## src/rtl/core/mcpht_pkg.sv

```systemverilog
// Shared constants and types for the convex polygon hit test block.
// No dependencies; used by the interfaces, the cross product unit and the top level.
`timescale 1ns / 1ps
`default_nettype none

package mcpht_pkg;

  localparam int NUM_POLYGONS_DEF = 8;
  localparam int MAX_VERTICES_DEF = 16;
  localparam int COORD_WIDTH_DEF  = 16;
  localparam int MIN_VERTICES     = 3;

  localparam int CMD_W   = 2;
  localparam int SEL_W   = 3;
  localparam int PNUM_W  = 3;

  localparam logic [CMD_W-1:0] CMD_CLEAR  = 2'd0;
  localparam logic [CMD_W-1:0] CMD_APPEND = 2'd1;
  localparam logic [CMD_W-1:0] CMD_QUERY  = 2'd2;

  // Tag that travels with each vertex read through the cross product unit.
  typedef struct packed {
    logic              valid;
    logic              vtx_first;   // first vertex of a polygon, starts no edge
    logic              edge_first;  // this vertex closes edge 0
    logic              edge_last;   // this vertex closes the last edge
    logic [PNUM_W-1:0] poly;
  } edge_tag_t;

  // Per-polygon outcome from the cross product unit.
  typedef struct packed {
    logic              valid;
    logic              covered;
    logic [PNUM_W-1:0] poly;
  } verdict_t;

endpackage

`default_nettype wire

```

## src/rtl/core/mcpht_cross_unit.sv

```systemverilog
// Shared cross product unit: edge and offset vectors, two products, side compare,
// and the per-polygon agreement check. Depends on mcpht_pkg.
`timescale 1ns / 1ps
`default_nettype none

module mcpht_cross_unit #(
  parameter int COORD_WIDTH = mcpht_pkg::COORD_WIDTH_DEF
) (
  input  wire logic                            clk,
  input  wire logic                            rst_n,
  input  wire logic                            flush,
  input  wire mcpht_pkg::edge_tag_t            tag_in,
  input  wire logic [2*COORD_WIDTH-1:0]        vtx_data,
  input  wire logic signed [COORD_WIDTH-1:0]   px,
  input  wire logic signed [COORD_WIDTH-1:0]   py,
  output mcpht_pkg::verdict_t                  verdict,
  output logic                                 busy
);
  import mcpht_pkg::*;

  localparam int DW = COORD_WIDTH + 1;
  localparam int PW = 2 * DW;

  edge_tag_t tag0_r, tag_a_r, tag_b_r;
  edge_tag_t tag_a_nxt;
  verdict_t  verdict_r;

  logic signed [COORD_WIDTH-1:0] cur_x, cur_y;
  logic signed [COORD_WIDTH-1:0] prev_x_r, prev_y_r;
  logic signed [DW-1:0]          ex_r, ey_r, sx_r, sy_r;
  logic signed [PW-1:0]          p1_r, p2_r;
  logic                          side, ref_r, agree_r;

  assign cur_x = vtx_data[2*COORD_WIDTH-1:COORD_WIDTH];
  assign cur_y = vtx_data[COORD_WIDTH-1:0];
  assign side  = p1_r > p2_r;

  // The first vertex of a polygon only loads the previous-vertex registers.
  always_comb begin
    tag_a_nxt       = tag0_r;
    tag_a_nxt.valid = tag0_r.valid && !tag0_r.vtx_first;
  end

  always_ff @(posedge clk) begin
    if (!rst_n || flush) begin
      tag0_r.valid    <= 1'b0;
      tag_a_r.valid   <= 1'b0;
      tag_b_r.valid   <= 1'b0;
      verdict_r.valid <= 1'b0;
    end else begin
      tag0_r          <= tag_in;
      tag_a_r         <= tag_a_nxt;
      tag_b_r         <= tag_a_r;
      verdict_r.valid <= tag_b_r.valid && tag_b_r.edge_last;
      verdict_r.poly  <= tag_b_r.poly;
      verdict_r.covered <= agree_r && (side == ref_r);
    end
  end

  // Edge i runs from the previous vertex to the one just read.
  always_ff @(posedge clk) begin
    if (tag0_r.valid) begin
      prev_x_r <= cur_x;
      prev_y_r <= cur_y;
    end
    ex_r <= DW'(cur_x) - DW'(prev_x_r);
    ey_r <= DW'(cur_y) - DW'(prev_y_r);
    sx_r <= DW'(px) - DW'(prev_x_r);
    sy_r <= DW'(py) - DW'(prev_y_r);
    p1_r <= ex_r * sy_r;
    p2_r <= ey_r * sx_r;
    if (tag_b_r.valid) begin
      if (tag_b_r.edge_first) begin
        ref_r   <= side;
        agree_r <= 1'b1;
      end else begin
        agree_r <= agree_r && (side == ref_r);
      end
    end
  end

  assign verdict = verdict_r;
  assign busy    = tag0_r.valid || tag_a_r.valid || tag_b_r.valid || verdict_r.valid;

endmodule

`default_nettype wire

```

## config.mk

```make
export PLATFORM = sky130hd
export DESIGN_NAME = mcpht_cross_unit
export DESIGN_NICKNAME = d
export VERILOG_FILES = /design/src/rtl/core/mcpht_pkg.sv /design/src/rtl/core/mcpht_cross_unit.sv
export SDC_FILE = /design/constraint.sdc
export NUM_CORES = 2
export LEC_CHECK = 0
export BUFFER_PORTS_ARGS = -buffer_cell sky130_fd_sc_hd__buf_2
export CAP_MARGIN = 20
export CORE_MARGIN = 1.5
export CORE_UTILIZATION = 52
export CTS_CLUSTER_DIAMETER = 30
export CTS_CLUSTER_SIZE = 8
export DETAILED_ROUTE_END_ITERATION = 6
export PLACE_DENSITY_LB_ADDON = 0.1
export SLEW_MARGIN = 5
export SYNTH_ARGS = -nofsm -noshare
export SYNTH_HDL_FRONTEND = slang
export SYNTH_SLANG_ARGS = --single-unit
```

## constraint.sdc

```tcl
create_clock -name clk -period 7.4 [get_ports clk]
set_clock_uncertainty 0.2 [all_clocks]
set_input_delay 1.48 -clock clk [delete_from_list [all_inputs] [get_ports clk]]
set_output_delay 1.48 -clock clk [all_outputs]
set_load 0.02 [all_outputs]
```

==> metrics.md <==
| Metric | Value |
|---|---|
| Max Fclk | 0.147 GHz |
| Mean post-synth cell area | 9.61 sq um |
| Clock-pin slew on the worst setup and hold paths | 80 ps |
| Area share of the largest cell type after synthesis | 0.399 |
| Non-filler cells, final | 3,926 |
| FF/Latch Area | 4420 sq um |
| Max-cap violation count | 0 |
| GPL Wtd Cong | 0.885 |
| Total number of vias | 20,700 |
| Largest cells by area after synthesis | fa_1 (40%), ha_1 (11%), dfxtp_1 (9.4%) |
| Pre-Repair DR Iteration Count | 5 |
| Layout net count | 4,095 |
| Core area | 56,600 sq um |
| Fillers | 5,051 |
| DP Wirelength | 59,100 microns |
| Dpl cells | 3,893 |
| Crit path kind | reg2reg |
| Diodes inserted | 0 |
| Residual DRC | 0 |
| CTS hold repair buffers | 0 |
| Std cell rows | 87 |
| Share of the yosys chip area belonging to registers | 0.148 |
| Die Wd | 243 microns |
| Worst Path Required | 7600 ps |
| Root buf cell | clkbuf_16 |
| Post-DR vias/cell | 5.27 |
| Post-synth EDFFs | 54 |
| Area delta synth->final | 6.15% |
| Critical Path Source | sy_r[10] |
| Final setup violation count | 0 |
| Pins Over Slew Limit | 0 |
| Cell area after synthesis | 29,900 sq um |
| Crit Reg-Reg Startpoint | sy_r[10] |
| Wire per inst | 17.7 microns |
| Largest net degree at the start of global routing | 35 |
| Worst Path Max Fanout | 17 |
| Final period util | 0.920 |
| Tmin final | 6810 ps |
| Share of layout cells above drive strength 1 | 0.0457 |
| Min-Delay Path Class | reg2reg |
| # H-tree levels | 4 |
| Die height | 243 microns |
| Die area | 59,000 sq um |
| Post-CTS Setup Inserts | 0 |
| Ys Warns | 0 |
| CP Launch Type | flip-flop |
| Arrival @ worst endpoint | 7010 ps |
| Cells after synthesis | 3,113 |
| First-pass GRT wire length | 116,000 microns |
| Fin Setup TNS | 0 ps |
| Post-cts sizing count | 0 |
| Fin. Hold Viols | 0 |
| Netlist cell types | 62 |
| Fin util | 0.561 |
| Detailed Route Iter0 Violations | 1,007 |
| Asr flop ratio synth | 0 |
| Worst-skew pair later-pin latency | 480 ps |
| IO buf count | 79 |
| Post-synth top area cell | fa_1 |
| Area occupied by multi-input gates | 22,600 sq um |
| CTS Buffer Depth | 2 |
| Vias in the first global route | 22,600 |
| GRT Total Usage | 0.252 |
| Crit. End Element | flip-flop |
| RSZ-0062 raised after global routing | false |
| Clock sinks | 194 |
| Initial antenna violation count | 4 |
| Slew margin rel. | 0.370 |
| Ys flop type | dfxtp_1 |
| Post-DRT Antenna Nets | 0 |
| Gr ovfl total | 0 |
| CTS tree | done |
| Starting Density | 0.528 |
| Worst-Margin Slew | 944 ps |
| I/O Pins | 80 |
| Hold_sp | tag0_r[1] |
| Flop and latch count out of synthesis | 194 |
| CTS buffer count | 17 |
| Syn nets | 4,051 |
| Routed WL | 69,400 microns |
| Status | finished clean |
## metrics by stage
stage / instance area, sq um / hold slack [ps] / worst slack (ps)
global placement: 31100 / 203 / 788
floorplan: 29900 / 200 / 944
global route: 31700 / 228 / 250
CTS: 31700 / 225 / 606
finish: 31700 / 225 / 589
detailed placement: 31100 / 205 / 691
## final timing paths
check / depth (start not counted) / end / slack, ps
max reg2reg: 21 / p1_r[33] / 590
min reg2reg: 0 / tag_a_r[1] / 230
max: 21 / p1_r[33] / 590
min: 0 / tag_a_r[1] / 230
## critical path: stages (launching register included)
cell and delay (ps):
dfxtp_1 740, nand2_1 150, fa_1 510, inv_1 50, fa_1 490, inv_1 60, fa_1 540, inv_1 50
fa_1 460, fa_1 500, inv_1 50, fa_1 480, inv_1 50, ha_1 350, nand4_1 190, or4_4 590
a31oi_2 190, o21a_2 230, a311oi_4 140, a211o_1 300, and3_1 160, a311oi_2 220
## placed cells by master (no fill, tap or decap), drive strengths merged, types with 40 or more instances in the layout
master and count:
and2 297, xnor2 86, a21oi 71, ha 268, a21o 40, nand2 326
inv 708, fa 596, nor3 41, dfxtp 140, o21ai 54, edfxtp 54
nor2 87, buf 103
## cells in the mapped netlist, drive strengths merged (12+ instances only)
cell	number
o211ai	12
and2	297
or3	15
o21ai	54
xor2	23
nand3	36
nor3	41
fa	596
o21a	14
a21oi	71
ha	268
edfxtp	54
inv	701
nand2	326
clkbuf	74
dfxtp	140
nand2b	25
nor2b	23
nor2	87
a21o	40
xnor2	86
## flip-flops by register name, indices dropped and copies added, names as in the netlist, 6 cells and up
signal and count:
p1_r 34, p2_r 34, ex_r 17, ey_r 17, sx_r 17, sy_r 17
prev_x_r 16, prev_y_r 16, tag0_r 7, tag_a_r 6, tag_b_r 6
## per-layer routing
| metal | global-route usage | vias up | part of all wire |
|---|---|---|---|
| met1 | 0.342 | 10600 | 0.44 |
| li1 | - | 9569 | - |
| met3 | 0.0279 | 86 | 0.045 |
| met4 | 0.0712 | 6 | 0.024 |
| met5 | 0 | - | 0.00045 |
| met2 | 0.427 | 470 | 0.49 |
## kinds of logic after synthesis
logic type | Yosys count | synth area share
muxes | 2 | 0.000711
adders and majority gates | 864 | 0.511
DFF | 194 | 0.148
xor gates and xnor gates | 109 | 0.0319
buffers and inverters | 779 | 0.0978
AOI/OAI and AO/OA | 277 | 0.0618
and+or+nand+nor | 888 | 0.149
## layout make-up
| type | instances | area share |
|---|---|---|
| flip-flops and latches | 194 | 0.139 |
| repair buffers | 103 | 0.0188 |
| clock inverters | 14 | 0.00505 |
| inverters | 701 | 0.0829 |
| multi-input cells | 2140 | 0.711 |
| well taps | 756 | 0.0298 |
| clock buffers | 18 | 0.0135 |
Power is not shown: default switching activity piles up to over one toggle a cycle in this logic, so the estimate is an artifact.
